<file path="config.mk">
export PLATFORM = sky130hd
export DESIGN_NAME = cht_front
export DESIGN_NICKNAME = d
export VERILOG_FILES = /design/src/hdl/cht_pkg.sv /design/src/hdl/cht_front.sv
export SDC_FILE = /design/constraint.sdc
export NUM_CORES = 1
export LEC_CHECK = 0
export BUFFER_PORTS_ARGS = -buffer_cell sky130_fd_sc_hd__buf_4
export CORE_ASPECT_RATIO = 1.4
export CORE_MARGIN = 4
export CORE_UTILIZATION = 40
export DETAILED_ROUTE_END_ITERATION = 10
export PLACE_DENSITY = 0.62
export SLEW_MARGIN = 10
export SYNTH_ARGS = -nofsm -noshare
export SYNTH_HDL_FRONTEND = slang
export SYNTH_SLANG_ARGS = --single-unit
</file>
<file path="constraint.sdc">
create_clock -name clk -period 2.7 [get_ports clk]
set_input_delay 0.135 -clock clk [delete_from_list [all_inputs] [get_ports clk]]
set_output_delay 0.135 -clock clk [all_outputs]
set_load 0.05 [all_outputs]
</file>
<file path="src/hdl/cht_pkg.sv">
// Package of the chained hash table engine: word types, codes, sizes,
// key cleaning and key hash. No dependencies.
`default_nettype none

package cht_pkg;

	localparam int CHT_BUCKETS     = 1024;
	localparam int CHT_POOL_NODES  = 1024;
	localparam int CHT_QUEUE_DEPTH = 2;

	localparam int KEY_W  = 24;
	localparam int VAL_W  = 24;
	localparam int STAT_W = 2;

	// Hash: h = h * 37 + char over the key characters.
	localparam int HASH_MULT = 37;
	localparam int HASH_W    = 19;	// 255 * (37*37 + 37 + 1) fits
	localparam logic [HASH_W-1:0] MULT_H    = HASH_W'(HASH_MULT);
	localparam logic [HASH_W-1:0] MULT_SQ_H = HASH_W'(HASH_MULT * HASH_MULT);

	// Remainder unit: reciprocal multiply, quotient times bucket count,
	// subtract; one register stage each.
	localparam int MOD_STEPS = 3;
	localparam int MOD_CNT_W = $clog2(MOD_STEPS + 1);

	localparam logic CMD_INSERT = 1'b0;
	localparam logic CMD_SEARCH = 1'b1;

	localparam logic [STAT_W-1:0] ST_OK        = 2'd0;
	localparam logic [STAT_W-1:0] ST_NOT_FOUND = 2'd1;
	localparam logic [STAT_W-1:0] ST_FULL      = 2'd2;

	typedef struct packed {
		logic             command;
		logic [KEY_W-1:0] key;
		logic [VAL_W-1:0] left_value;
		logic [VAL_W-1:0] right_value;
	} in_word_t;

	typedef struct packed {
		logic [STAT_W-1:0] status;
		logic [VAL_W-1:0]  found_left;
		logic [VAL_W-1:0]  found_right;
	} out_word_t;

	typedef enum logic [2:0] {
		BK_CLEAR,
		BK_IDLE,
		BK_HEAD,
		BK_NODE,
		BK_RESULT
	} back_state_t;

	// Characters from the first zero character on are dropped.
	function automatic logic [KEY_W-1:0] clean_key(input logic [KEY_W-1:0] k);
		if (k[23:16] == 8'h00) begin
			return '0;
		end else if (k[15:8] == 8'h00) begin
			return {k[23:16], 16'h0000};
		end
		return k;
	endfunction

	// Hash of a cleaned key; the character count sets the polynomial.
	function automatic logic [HASH_W-1:0] key_hash(input logic [KEY_W-1:0] k);
		logic [HASH_W-1:0] c0;
		logic [HASH_W-1:0] c1;
		logic [HASH_W-1:0] c2;
		c0 = HASH_W'(k[23:16]);
		c1 = HASH_W'(k[15:8]);
		c2 = HASH_W'(k[7:0]);
		if (c0 == '0) begin
			return '0;
		end else if (c1 == '0) begin
			return c0;
		end else if (c2 == '0) begin
			return c0 * MULT_H + c1;
		end
		return c0 * MULT_SQ_H + c1 * MULT_H + c2;
	endfunction

endpackage

`default_nettype wire

</file>
<file path="src/hdl/cht_front.sv">
// Front end: takes request words, cleans the key, hashes it and reduces
// the hash to a bucket index in the remainder steps. Uses cht_pkg.
`default_nettype none

module cht_front import cht_pkg::*; #(
	parameter int BUCKETS = CHT_BUCKETS,
	parameter int BW      = (BUCKETS > 1) ? $clog2(BUCKETS) : 1
) (
	input  wire logic          clk,
	input  wire logic          arst_n,
	input  wire logic          req_valid,
	output logic               req_ready,
	input  wire in_word_t      req,
	input  wire logic          clearing,
	output logic               q_wr,
	output in_word_t           q_word,
	output logic [BW-1:0]      q_bucket,
	input  wire logic          q_full
);

	// hash mod BUCKETS: q = (x * RECIP) >> SH, exact for any HASH_W-bit x
	// since RECIP overshoots 2^SH / BUCKETS by less than one
	localparam int SH     = HASH_W + $clog2(BUCKETS);
	localparam int MW     = HASH_W + 1;
	localparam int PROD_W = HASH_W + MW;
	localparam logic [MW-1:0] RECIP =
		MW'(((64'd1 << SH) + 64'(BUCKETS) - 64'd1) / 64'(BUCKETS));
	localparam logic [HASH_W-1:0] BKT_H = HASH_W'(BUCKETS);

	logic                 busy_q;
	logic [MOD_CNT_W-1:0] step_q;
	in_word_t             item_q;
	logic [HASH_W-1:0]    x_q;
	logic [PROD_W-1:0]    prod_q;
	logic [HASH_W-1:0]    qb_q;
	logic [BW-1:0]        r_q;
	logic [PROD_W-SH-1:0] quot;
	logic                 done;
	logic                 accept;
	logic [KEY_W-1:0]     key_clean;

	assign done      = (step_q == MOD_CNT_W'(MOD_STEPS));
	assign q_wr      = busy_q && done && !q_full;
	assign req_ready = !clearing && (!busy_q || q_wr);
	assign accept    = req_valid && req_ready;
	assign key_clean = clean_key(req.key);
	assign q_word    = item_q;
	assign q_bucket  = r_q;
	assign quot      = prod_q[PROD_W-1:SH];

	always_ff @(posedge clk or negedge arst_n) begin
		if (!arst_n) begin
			busy_q <= 1'b0;
			step_q <= '0;
		end else if (accept) begin
			busy_q <= 1'b1;
			step_q <= '0;
		end else if (q_wr) begin
			busy_q <= 1'b0;
		end else if (busy_q && !done) begin
			step_q <= step_q + MOD_CNT_W'(1);
		end
	end

	// x_q holds still while busy, so r_q is settled by the time done is set
	always_ff @(posedge clk) begin
		if (accept) begin
			item_q.command     <= req.command;
			item_q.key         <= key_clean;
			item_q.left_value  <= req.left_value;
			item_q.right_value <= req.right_value;
			x_q                <= key_hash(key_clean);
		end else if (busy_q && !done) begin
			prod_q <= PROD_W'(x_q) * PROD_W'(RECIP);
			qb_q   <= HASH_W'(quot) * BKT_H;
			r_q    <= BW'(x_q - qb_q);
		end
	end

endmodule

`default_nettype wire

</file>
==> impl_metrics.ini <==
[status]
status = finished with violations
failed_checks = setup timing

[clock_tree]
cts_buffers = 9
cts_tree = built
clock-root-buffer = clkbuf_16
cts_max_level = 3
path_clk_slew_ps = 80
cts.sinks = 96
clock_latency_ps = 350
clockBufferDepth = 2

[grt]
grt_pass1_vias = 4823
grt_overflow = 0
grt_max_degree = 38
grt_usage_pct = 20.1
antenna_found_initial = 0
grt_pass1_wl_mm = 25.0

[placement]
hpwl_mm = 12.6
gp_congestion = 0.821
numPortBuffers = 162
preCtsSetupSlack_ps = -2660

[critical_path]
path_cells = buf_6 > nor4_4 > buf_6 > and3_4 > a21oi_4 > buf_6 > and2_4 > ha_4 > ha_4 > inv_2 > fa_1 > inv_1 > fa_1 > fa_1 > inv_1 > fa_1 > inv_2 > ha_4 > nand2_4 > o21ai_4 > nand3_2 > a211o_1 > mux2_2 > o31ai_1
slowest_stage = fa_1
crit_path_frequent_cell = fa_1
crit_start = req[68]
critical_path_required_ps = 2880
crit_path_max_incr_delay_ps = 530
cp.arrival_ps = 5060
critPathLaunchType = input port
rr_startpoint = step_q[0]
crit_fanout = 4
worstSetupEndpointType = flop
path_class = in2reg

[worst_hold_path]
hold_start = req_valid
hp-class = in2reg

[floorplanning]
die_w_um = 110
coreArea_um2 = 14400
std_cell_rows = 52
dieHeight_um = 151
dieArea_um2 = 16700
start_util_pct = 40.7
top_level_ports = 163

[sta]
max_freq_ghz = 0.205
rsz0062_at_grt = yes
relSlewSlack_pct = 70.7
worstMarginPinSlew_ps = 439
skew_ps = 10.5
min_period_over_period_pct = 181
drv_slew = 0
hold_viol_final = 0
period_needed_ps = 4880
setup_slack_ps = -2180
setup_viol = 9
tns_ps = -13440

[job]
drv_cap = 0

[logic_synthesis]
synth_area_um2 = 5850
synthArstFlopShare_pct = 3.13
dominantRegCellSynth = edfxtp_1
synth_warnings = 0
synth_top_area_share_pct = 47.7
ys_seq_area_share_pct = 49.0
synth_area_leaders = edfxtp_1, ha_1, fa_1
syn_area_per_cell_um2 = 12.7
synth_cell_types = 37
synth.top_cells.by_count = edfxtp_1, inv_1, ha_1
synth_top_cell_by_area = edfxtp_1
syn_inst = 460
ys_seq_elements = 96
synth_nets = 646
synth-edff-count = 93

[drt]
wl_met2_mm = 8.90
postRouteAntennaNets = 0
vias = 4450
wire_per_inst_um = 17.3
routed.top_layer = met4
via_per_inst = 4.62
met1Wirelength_mm = 6.32
wl_met3_um = 947
wl_mm = 16.6
drtIter0Drc = 159
first_pass_iters = 5
drc = 0

[power]
net-switching-power_uw = 3380
pwr-share-comb_pct = 59.5
p_per_area_nw_per_um2 = 916
pwr-share-seq_pct = 25.3
p_int_uw = 5090
clockPowerShare_pct = 15.3
switching_share_pct = 39.9
totalPowerFinal_uw = 8470
p_leak_uw = 0.00424
ir_worst_vdd_mv = 0.628

[final_layout]
syn_to_final_growth_pct = 58.0
antennaDiodeCount = 0
drive_gt1_share_pct = 43.4
final.fill_count = 1096
final_nets = 955
critical path: cells and delay by family:
kind / cells / cell delay (ps)
buffers and inverters: 7 / 570
muxes: 1 / 260
adders and majority gates: 7 / 2770
AOI/OAI and AO/OA: 4 / 530
and+or+nand+nor: 5 / 790
metal layers:
layer	GRT usage, %	vias to the layer above
met1	22.0	2109
met3	3.16	28
met5	0	-
met4	7.27	0
met2	38.2	157
li1	-	2156
cell usage in the layout, fill, tap and decap left out, types with 9 or more instances in the layout:
cell type      count
and2_1            12
buf_4            248
clkbuf_16          9
dlygate4sd3_1     50
edfxtp_1          93
fa_1              31
ha_1              58
ha_4              16
inv_1             78
inv_2             10
nand2_1           14
nor2_1            15
xnor2_1           24
timing repair:
| item | 4_1_cts | 5_1_grt |
|---|---|---|
| hold buffers | 50 | 0 |
| hold endpoints to repair | 52 | 0 |
| pin swaps | 35 | 4 |
| setup endpoints to repair | 9 | 9 |
| buffers inserted | 7 | 1 |
| gates resized for setup | 34 | 6 |
area by class of cell:
type                            instances  area, µm²  share of cell area (%)
Multi-Input combinational cell        261       2950                    31.9
Sequential cell                        96       2870                    31.0
Timing Repair Buffer                  308       2500                    27.1
Inverter                               93        383                    4.14
Tap cell                              189        236                    2.56
Clock buffer                            9        225                    2.44
Clock inverter                          7       81.3                   0.880
power by group through the flow:
stage | clock (µW) | sequential (µW) | combinational, µW
floorplan | 0 | 2780 | 2390
global placement | 0 | 2160 | 4280
detailed placement | 0 | 2170 | 4340
CTS | 1320 | 2140 | 4900
global route | 1390 | 2170 | 5500
finish | 1290 | 2140 | 5030
flip-flops by register name, summed over array words and instances, names as in the netlist:
name      flops
q_word       73
q_bucket     10
x_q          10
step_q        2
busy_q        1
logic make-up after synthesis:
family / share of synthesized area, %
muxes: 0.556
xor gates and xnor gates: 4.94
DFF: 49.0
buffers and inverters: 6.75
adders and majority gates: 27.4
AOI/OAI and AO/OA: 4.38
and+or+nand+nor: 6.93
per-stage QoR:
stage | util [%] | instances | hold WS [ps] | area [µm²]
global route | 64.3 | 963 | 65.5 | 9250
floorplan | - | 460 | -161 | 6120
CTS | 64.0 | 962 | 61.2 | 9210
detailed placement | 57.1 | 889 | -72.8 | 8200
global placement | 57.1 | 889 | -75.4 | 8200
finish | 64.3 | 963 | 65.2 | 9250
final timing paths:
kind	end	slack (ps)	cells past startpoint
min in group asynchronous	busy_q	130	2
max in group asynchronous	step_q[1]	2470	2
min reg2reg	q_bucket[3]	430	0
max	x_q[9]	-2180	24
min	busy_q	70	3
max reg2reg	q_word[8]	730	6
Power figures use the tool's default switching activity.
