## config.mk

```make
export PLATFORM = sky130hd
export DESIGN_NAME = cht_fifo
export DESIGN_NICKNAME = d
export VERILOG_FILES = /design/src/hdl/cht_fifo.sv
export SDC_FILE = /design/constraint.sdc
export NUM_CORES = 1
export LEC_CHECK = 0
export ABC_AREA = 1
export BUFFER_PORTS_ARGS = -buffer_cell sky130_fd_sc_hd__buf_2
export CAP_MARGIN = 30
export CELL_PAD_IN_SITES_DETAIL_PLACEMENT = 0
export CELL_PAD_IN_SITES_GLOBAL_PLACEMENT = 1
export CORE_AREA = 5 5 42 44
export DETAILED_ROUTE_END_ITERATION = 8
export DIE_AREA = 0 0 47 49
export PLACE_DENSITY = 0.5
export SLEW_MARGIN = 20
export SYNTH_ARGS = -nofsm -noshare
export SYNTH_HDL_FRONTEND = slang
export SYNTH_SLANG_ARGS = --single-unit
```

## constraint.sdc

```tcl
create_clock -name clk -period 1.6 [get_ports clk]
set_input_delay 0.08 -clock clk [delete_from_list [all_inputs] [get_ports clk]]
set_output_delay 0.08 -clock clk [all_outputs]
set_load 0.01 [all_outputs]
```

## src/hdl/cht_fifo.sv

```systemverilog
// Small register queue between front and back end.
// Generic width and depth; no package dependency.
`default_nettype none

module cht_fifo #(
	parameter int WIDTH = 1,
	parameter int DEPTH = 2
) (
	input  wire logic             clk,
	input  wire logic             arst_n,
	input  wire logic             wr,
	input  wire logic [WIDTH-1:0] wdata,
	output logic                  full,
	input  wire logic             rd,
	output logic [WIDTH-1:0]      rdata,
	output logic                  empty
);

	localparam int AW = (DEPTH > 1) ? $clog2(DEPTH) : 1;
	localparam int CW = $clog2(DEPTH + 1);
	localparam logic [AW-1:0] LAST = AW'(DEPTH - 1);

	logic [WIDTH-1:0] mem_q [DEPTH];
	logic [AW-1:0]    wr_ptr_q;
	logic [AW-1:0]    rd_ptr_q;
	logic [CW-1:0]    count_q;
	logic             do_wr;
	logic             do_rd;

	assign full  = (count_q == CW'(DEPTH));
	assign empty = (count_q == '0);
	assign do_wr = wr && !full;
	assign do_rd = rd && !empty;
	assign rdata = mem_q[rd_ptr_q];

	always_ff @(posedge clk or negedge arst_n) begin
		if (!arst_n) begin
			wr_ptr_q <= '0;
			rd_ptr_q <= '0;
			count_q  <= '0;
		end else begin
			if (do_wr) begin
				wr_ptr_q <= (wr_ptr_q == LAST) ? '0 : wr_ptr_q + AW'(1);
			end
			if (do_rd) begin
				rd_ptr_q <= (rd_ptr_q == LAST) ? '0 : rd_ptr_q + AW'(1);
			end
			if (do_wr && !do_rd) begin
				count_q <= count_q + CW'(1);
			end else if (do_rd && !do_wr) begin
				count_q <= count_q - CW'(1);
			end
		end
	end

	always_ff @(posedge clk) begin
		if (do_wr) begin
			mem_q[wr_ptr_q] <= wdata;
		end
	end

endmodule

`default_nettype wire

```

==> results of run 1 <==
==> flip-flops by register name, indices dropped and copies added (netlist names) <==
signal and count:
wr_ptr_q 1, count_q 2, rd_ptr_q 1, mem_q 2
==> cells by family (layout without fill, tap and decap cells) <==
group	count (synthesis)	in the layout	share of synthesized area
buffers and inverters	8	20	0.0984
xor gates and xnor gates	1	1	0.0287
adders and majority gates	1	1	0.0410
DFF	6	6	0.525
AOI/OAI and AO/OA	2	2	0.0328
and+or+nand+nor	19	19	0.275
==> final cells by class <==
cell class	count	area (um2)
Timing Repair Buffer	8	45.0
Tap cell	16	20.0
Clock buffer	4	26.3
Fill cell	166	1000
Multi-Input combinational cell	23	115
Inverter	8	30.0
Sequential cell	6	160
==> where the power goes <==
group	internal [W]	switching, W	total (W)
clock	0.0000944	0.0000536	0.000148
sequential	0.000227	0.0000597	0.000287
combinational	0.000128	0.000171	0.000299
==> metal layers <==
| metal | global-route usage | vias to the layer above |
|---|---|---|
| met5 | 0 | - |
| met4 | 0.0968 | 0 |
| met3 | 0.0148 | 2 |
| met2 | 0.0928 | 8 |
| met1 | 0.0850 | 110 |
| li1 | - | 138 |
==> metrics by stage <==
step	worst slack, ns	hold WS, ns
floorplan	0.289	-0.216
global placement	0.205	-0.107
detailed placement	0.190	-0.112
CTS	0.179	0.0168
global route	0.00604	0.00302
finish	0.191	0.0244
==> layout by cell type, fill, tap and decap left out, types with 2 or more instances in the layout <==
cell      count
nor2_2        2
nand2_1      12
nor2_1        2
clkbuf_4      3
o21ai_0       2
inv_1         8
dfrtp_1       4
edfxtp_1      2
buf_2         7
==> critical path, cell delays in order (launching register included) <==
cell,delay (ns)
dfrtp_1,0.45
o21ai_0,0.29
ha_1,0.31
inv_1,0.08
nand3_1,0.07
nand2_1,0.06
nand2_1,0.04
==> Yosys cell counts <==
cell / instances / share of area
nand3b_1: 1 / 0.025
edfxtp_1: 2 / 0.20
dfrtp_1: 4 / 0.33
nand3_1: 1 / 0.016
nor2_2: 2 / 0.041
xnor2_1: 1 / 0.029
o21ai_0: 2 / 0.033
inv_1: 8 / 0.098
nor2_1: 2 / 0.025
nand4_1: 1 / 0.021
ha_1: 1 / 0.041
nand2_1: 12 / 0.15
==> what timing repair did <==
action                                 4_1_cts  5_1_grt
setup buffers                                0        0
endpoints found under the hold margin        4        0
hold buffers                                 1        0
==> worst paths after layout <==
| kind | start | endpoint | depth (start not counted) |
|---|---|---|---|
| worst min register to register | wr_ptr_q | wr_ptr_q | 2 |
| worst max-delay path | count_q[0] | count_q[1] | 6 |
| worst max register to register | count_q[0] | count_q[1] | 6 |
| max in group asynchronous | arst_n | count_q[1] | 2 |
| min in group asynchronous | arst_n | wr_ptr_q | 2 |
| worst min-delay path | wdata | mem_q[0] | 1 |
==> flow_metrics.tcl, run 1 <==
set metrics [dict create \
    run_status "completed" \
    die_w_um 47 \
    ant_nets 0 \
    final_core_util 0.283 \
    die_area_um2 2300 \
    place_area_um2 360 \
    avgViaCountPerCell 3.97 \
    syn_to_final_growth_pct 29.9 \
    p_leak_nw 0.216 \
    end_kind "flip-flop" \
    synth_cells 37 \
    clockBufferDepth 2 \
    max_freq_mhz 710 \
    drive_gt1_frac 0.245 \
    grt_max_degree 8 \
    fin_nets 56 \
    grt_pass1_wl_um 1150 \
    crit_type "flip-flop to flip-flop" \
    top_layer_used "met4" \
    met3_length_um 36 \
    io_pins 8 \
    met1_length_um 257 \
    synth.avg_cell_area_um2 8.25 \
    synth_seq_area_share 0.525 \
    hold_path_class "input port to flip-flop" \
    remaining_drc_errors 0 \
    route.vias.total 258 \
    port_buffers 7 \
    start_kind "flip-flop" \
    drv_cap 0 \
    die_y_um 49 \
    rsz0062_at_grt "false" \
    finalHoldViolations 0 \
    synth-seq-cells 6 \
    cp_max_fo 7 \
    grt_usage 0.0737 \
    cts_resized 0 \
    setup_viol 0 \
    min_period_ns 1.41 \
    cts-buffers-inserted 3 \
    final_area_um2 397 \
    pwr_density_cell_nw_per_um2 1850 \
    antenna_found_initial 0 \
    drt_iter0_markers 1 \
    syn-num-nets 43 \
    gp_congestion 0.717 \
    slew_headroom 0.811 \
    slew_viol_final 0 \
    skew_ns 0.00884 \
    timing.setup.tns_ns 0 \
    coreArea_um2 1400 \
    vdd_drop_max_v 0.000523 \
    wl_met2_um 263 \
    dp_hpwl_um 485 \
    p_total_w 0.000734 \
    wl_per_cell_um 8.92 \
    cts.clk_slew.worst_paths_ns 0.05 \
    clock_latency_ns 0.24 \
    ys_types 12 \
    dp_cells 60 \
    row_count 14 \
    clockRootBuffer "clkbuf_4" \
    required_ns 1.72 \
    start_util 0.218 \
    fin_cells 65 \
    wl_um 580 \
    critPathArrivalTime_ns 1.53 \
    ys.warnings.count 0 \
    rrSetupSlack_ns 0.19 \
    cts_tree "built" \
    worstMarginPinSlew_ns 0.281 \
    htreeDepth 1 \
    finalCritPeriodShare 0.881 \
    numClockSinks 6 \
    grt-ovfl-total 0 \
    syn_area_um2 305 \
    grt_pass1_vias 311 \
    dr.pass1.iters 4 \
    antenna_cells 0 \
]
(Power assumes the default switching activity.)
==> run 2, diff against run 1 <==
--- a/config.mk
+++ b/config.mk
@@ -6,14 +6,14 @@
 export NUM_CORES = 1
 export LEC_CHECK = 0
 export ABC_AREA = 1
-export BUFFER_PORTS_ARGS = -buffer_cell sky130_fd_sc_hd__buf_2
 export CAP_MARGIN = 30
 export CELL_PAD_IN_SITES_DETAIL_PLACEMENT = 0
 export CELL_PAD_IN_SITES_GLOBAL_PLACEMENT = 1
 export CORE_AREA = 5 5 42 44
 export DETAILED_ROUTE_END_ITERATION = 8
 export DIE_AREA = 0 0 47 49
-export PLACE_DENSITY = 0.5
+export DONT_BUFFER_PORTS = 1
+export PLACE_DENSITY = 0.43
 export SLEW_MARGIN = 20
 export SYNTH_ARGS = -nofsm -noshare
 export SYNTH_HDL_FRONTEND = slang
==> run 2 against run 1 <==
Clock power hardly changed. Clock skew is 0.0082 ns lower. Non-clock buffer count is 4 lower. Die area stayed put. Maximum frequency is 2.6% higher. Sequential cell count stayed put. Global-route usage is 0.58 points lower. Hold slack better by 0.038 ns. Critical endpoint unchanged. Highest routed layer unchanged.
==> flow_metrics.tcl, run 2 (synthesis results as in run 1) <==
set metrics [dict create \
    run_status "completed" \
    drv_cap 0 \
    vdd_drop_max_v 0.000534 \
    largest_registers "count_q: 2 flops, mem_q: 2 flops" \
    timing.setup.tns_ns 0 \
    io_pins 8 \
    syn_to_final_growth_pct 26.2 \
    critPathMaxStageDelay_ns 0.45 \
    start_util 0.218 \
    p_clk_frac 0.207 \
    fin_nets 52 \
    max_freq_mhz 728 \
    most-common-layout-cells "12 x nand2_1, 8 x inv_1, 4 x dfrtp_1, 3 x clkbuf_4, 3 x dlygate4sd3_1" \
    row_count 14 \
    cts-buffers-inserted 3 \
    route.vias.total 235 \
    final_core_util 0.275 \
    p_int_w 0.000428 \
    reg2reg_to "count_q[1]" \
    wl_per_cell_um 9.72 \
    numClockSinks 6 \
    htreeDepth 1 \
    slowest_stage "dfrtp_1" \
    avgViaCountPerCell 3.92 \
    path_cells "o21ai_0 -> ha_1 -> inv_1 -> nand3_1 -> nand2_1 -> nand2_1" \
    antenna_found_initial 0 \
    slew_viol_final 0 \
    r2r_start "count_q[0]" \
    skew_ns 0.000604 \
    clockRootBuffer "clkbuf_4" \
    slew_headroom 0.820 \
    crit_type "flip-flop to flip-flop" \
    rrSetupSlack_ns 0.23 \
    p_leak_nw 0.199 \
    critPathArrivalTime_ns 1.51 \
    grt-ovfl-total 0 \
    combPwrFrac 0.393 \
    pwr_density_cell_nw_per_um2 1850 \
    rsz0062_at_grt "false" \
    dp_cells 54 \
    ant_nets 0 \
    cts_tree "built" \
    crit_top_cell "nand2_1" \
    drt_iter0_markers 1 \
    dr.pass1.iters 2 \
    grt_max_degree 8 \
    coreArea_um2 1400 \
    min_period_ns 1.37 \
    antenna_cells 0 \
    clockBufferDepth 2 \
    fin_cells 60 \
    gp_congestion 0.691 \
    cp_max_fo 7 \
    required_ns 1.74 \
    clock_latency_ns 0.25 \
    port_buffers 0 \
    hold_path_class "input port to flip-flop" \
    setup_viol 0 \
    grt_pass1_vias 239 \
    dp_hpwl_um 447 \
    worstMarginPinSlew_ns 0.269 \
    start_kind "flip-flop" \
    grt_pass1_wl_um 1040 \
    worst-r2r-cell-count 6 \
    finalHoldViolations 0 \
    startpoint "count_q[0]" \
    wl_um 583 \
    finalCritPeriodShare 0.858 \
    final_common_cell "nand2_1" \
    die_y_um 49 \
    die_area_um2 2300 \
    cp-endpoint "count_q[1]" \
    remaining_drc_errors 0 \
    die_w_um 47 \
    grt_usage 0.0678 \
    cts.clk_slew.worst_paths_ns 0.05 \
    end_kind "flip-flop" \
    switching_share 0.398 \
    p_switching_w 0.000284 \
    p_seq_frac 0.400 \
    drive_gt1_frac 0.136 \
]
[run 2: area by class of cell]
| class | instances | area [um2] |
|---|---|---|
| sequential | 6 | 160 |
| inverter | 8 | 30.0 |
| timing repair buffer | 4 | 37.5 |
| multi-input combinational | 23 | 115 |
| clock buffer | 3 | 22.5 |
| tap | 16 | 20.0 |
| fill | 162 | 1020 |
[run 2: layer usage]
metal | vias up | routed length [um] | GRT usage
li1 | 127 | - | -
met1 | 93 | 286 | 0.0933
met2 | 13 | 210 | 0.0656
met3 | 2 | 73 | 0.0590
met4 | 0 | 12 | 0.0415
met5 | - | 0 | 0
[run 2: through the flow]
stage	setup WS, ns	instance area (um2)	hold slack, ns	power, W
after global placement	0.269	333	-0.215	0.000567
after global routing	0.0911	385	0.0892	0.000790
after CTS	0.215	385	0.0624	0.000724
final	0.226	385	0.0621	0.000712
after detailed placement	0.224	333	-0.215	0.000564
after floorplan	0.289	305	-0.216	0.000498
[run 2: power groups by stage]
| stage | clock (W) | sequential [W] | combinational, W |
|---|---|---|---|
| 2_1_floorplan | 0 | 0.000273 | 0.000225 |
| 3_3_place_gp | 0 | 0.000285 | 0.000282 |
| 3_5_place_dp | 0 | 0.000287 | 0.000277 |
| 4_1_cts | 0.000153 | 0.000284 | 0.000287 |
| 5_1_grt | 0.000167 | 0.000296 | 0.000327 |
| 6_report | 0.000147 | 0.000285 | 0.000280 |
[run 2: worst max-delay path, delay by kind of cell, from the launching register on]
kind                     cells  cell delay [ns]
flip-flops                   1             0.45
AND/OR/NAND/NOR              3             0.17
buffers and inverters        1             0.08
AO/OA/AOI/OAI                1             0.27
adder cells (fa/ha/maj)      1             0.30
[run 2: repair_timing]
item,4_1_cts,5_1_grt
buffers inserted,0,0
gates resized for setup,0,0
hold buffers,3,0
endpoints found under the hold margin,7,0
[run 2: how the worst min path moves through the flow]
stage | from | end | depth (start not counted)
global route | rd | rd_ptr_q | 3
global placement | arst_n | rd_ptr_q | 0
detailed placement | arst_n | rd_ptr_q | 0
CTS | wr | wr_ptr_q | 3
floorplan | arst_n | count_q[0] | 0
finish | wr | wr_ptr_q | 3
==> run 3, diff against run 2 <==
--- a/config.mk
+++ b/config.mk
@@ -13,6 +13,7 @@
 export DETAILED_ROUTE_END_ITERATION = 8
 export DIE_AREA = 0 0 47 49
 export DONT_BUFFER_PORTS = 1
+export GPL_TIMING_DRIVEN = 0
 export PLACE_DENSITY = 0.43
 export SLEW_MARGIN = 20
 export SYNTH_ARGS = -nofsm -noshare
==> run 3 against run 2 <==
Clock power hardly changed. Core utilization is 0.27 points lower. Hold slack improved by 0.0036 ns. Combinational power down 4%. Register-to-register slack got worse by 0.06 ns. Sequential power about the same. Non-clock buffer count decreased by 1. Global-route usage is 0.49 points lower. Total power is 1.8% lower.
==> flow_metrics.tcl, run 3 (synthesis results as in run 1) <==
set metrics [dict create \
    run_status "completed" \
    dp_cells 53 \
    multi_input_area_um2 115 \
    gp_congestion 0.639 \
    fin_cells 60 \
    rrSetupSlack_ns 0.17 \
    die_y_um 49 \
    p_clk_frac 0.211 \
    die_area_um2 2300 \
    rsz0062_at_grt "false" \
    slew_headroom 0.801 \
    crit_type "flip-flop to flip-flop" \
    start_kind "flip-flop" \
    dp_slack_ns 0.164 \
    finalHoldViolations 0 \
    critPathArrivalTime_ns 1.56 \
    clock_latency_ns 0.24 \
    pwr_density_cell_nw_per_um2 1830 \
    fin_ws_ns 0.166 \
    final_core_util 0.272 \
    cts.clk_slew.worst_paths_ns 0.05 \
    most-common-layout-cells "12 x nand2_1, 8 x inv_1, 4 x dfrtp_1, 3 x clkbuf_4, 3 x dlygate4sd3_1" \
    antenna_cells 0 \
    hold_path_depth 3 \
    cts-buffers-inserted 3 \
    row_count 14 \
    fin_nets 51 \
    antenna_found_initial 0 \
    skew_ns 0.00202 \
    grt_pass1_vias 232 \
    numClockSinks 6 \
    p_int_w 0.000425 \
    drv_cap 0 \
    coreArea_um2 1400 \
    clockRootBuffer "clkbuf_4" \
    wl_per_cell_um 9.17 \
    ant_nets 0 \
    use_met2 0.0611 \
    grt_max_degree 8 \
    p_seq_frac 0.406 \
    cp_max_fo 7 \
    grtUsageMet3 0.0369 \
    timing.setup.tns_ns 0 \
    final_common_cell "nand2_1" \
    p_leak_nw 0.195 \
    fillers 162 \
    clockBufferDepth 2 \
    largest_registers "count_q: 2 flops, mem_q: 2 flops" \
    min_period_ns 1.43 \
    max_freq_mhz 697 \
    route.vias.total 238 \
    switching_share 0.393 \
    setup_viol 0 \
    dp_hpwl_um 468 \
    grt_usage 0.0629 \
    finalCritPeriodShare 0.896 \
    drt_iter0_markers 4 \
    syn_to_final_growth_pct 25.0 \
    slew_viol_final 0 \
    wl_um 550 \
    vdd_drop_max_v 0.000535 \
    hold_path_class "input port to flip-flop" \
    htreeDepth 1 \
    worst-r2r-cell-count 7 \
    required_ns 1.73 \
    avgViaCountPerCell 3.97 \
    port_buffers 0 \
    start_util 0.218 \
    worstMarginPinSlew_ns 0.296 \
    remaining_drc_errors 0 \
    drive_gt1_frac 0.114 \
    grt-ovfl-total 0 \
    cts_tree "built" \
    dr.pass1.iters 4 \
    end_kind "flip-flop" \
    io_pins 8 \
    grt_pass1_wl_um 959 \
    seq_area_um2 160 \
    die_w_um 47 \
    busiest_layer "met1" \
    globalRouteMet1Util 0.0824 \
    combPwrFrac 0.383 \
    p_switching_w 0.000275 \
]
-- run 3: per-layer routing --
layer / part of all wire / vias up / routed length (um)
met5: 0 / - / 0
met4: 0 / 0 / 0
met3: 0.078 / 0 / 43
met2: 0.41 / 6 / 224
met1: 0.51 / 104 / 282
li1: - / 128 / -
-- run 3: final timing paths --
kind | from | endpoint
max in group asynchronous | arst_n | count_q[1]
min in group asynchronous | arst_n | wr_ptr_q
setup reg to reg | count_q[0] | count_q[1]
hold reg to reg | wr_ptr_q | wr_ptr_q
hold / removal | wr | wr_ptr_q
setup / recovery | count_q[0] | count_q[1]
-- run 3: area by class of cell --
cell class | instances | area share
sequential | 6 | 0.420
tap | 16 | 0.0525
timing repair buffer | 3 | 0.0787
clock buffer | 4 | 0.0689
inverter | 8 | 0.0787
multi-input combinational | 23 | 0.302
-- run 3: worst max-delay path, stage by stage (launching register included) --
cell and delay [ns]:
dfrtp_1 0.45, nor2_2 0.24, nor2_2 0.07, ha_1 0.30
inv_1 0.08, nand3_1 0.08, nand2_1 0.06, nand2_1 0.04
-- run 3: repair_timing --
| item | in CTS | in global routing |
|---|---|---|
| hold endpoints to repair | 7 | 0 |
| setup endpoints to repair | 0 | 0 |
| hold buffers | 3 | 0 |
| resized for setup | 0 | 0 |
| setup buffers | 0 | 0 |
-- run 3: through the flow --
step / hold WS, ns / instance area, um2 / power, W
final: 0.0657 / 382 / 0.000699
after global placement: -0.215 / 325 / 0.000545
after global routing: 0.0915 / 382 / 0.000780
after CTS: 0.0586 / 382 / 0.000713
after detailed placement: -0.215 / 325 / 0.000551
after floorplan: -0.216 / 305 / 0.000498
-- run 3: power by group through the flow --
stage | Clock (W) | Sequential [W] | Combinational, W
global placement | 0 | 0.000285 | 0.000260
finish | 0.000148 | 0.000284 | 0.000268
detailed placement | 0 | 0.000287 | 0.000264
global route | 0.000176 | 0.000295 | 0.000309
floorplan | 0 | 0.000273 | 0.000225
CTS | 0.000156 | 0.000284 | 0.000273
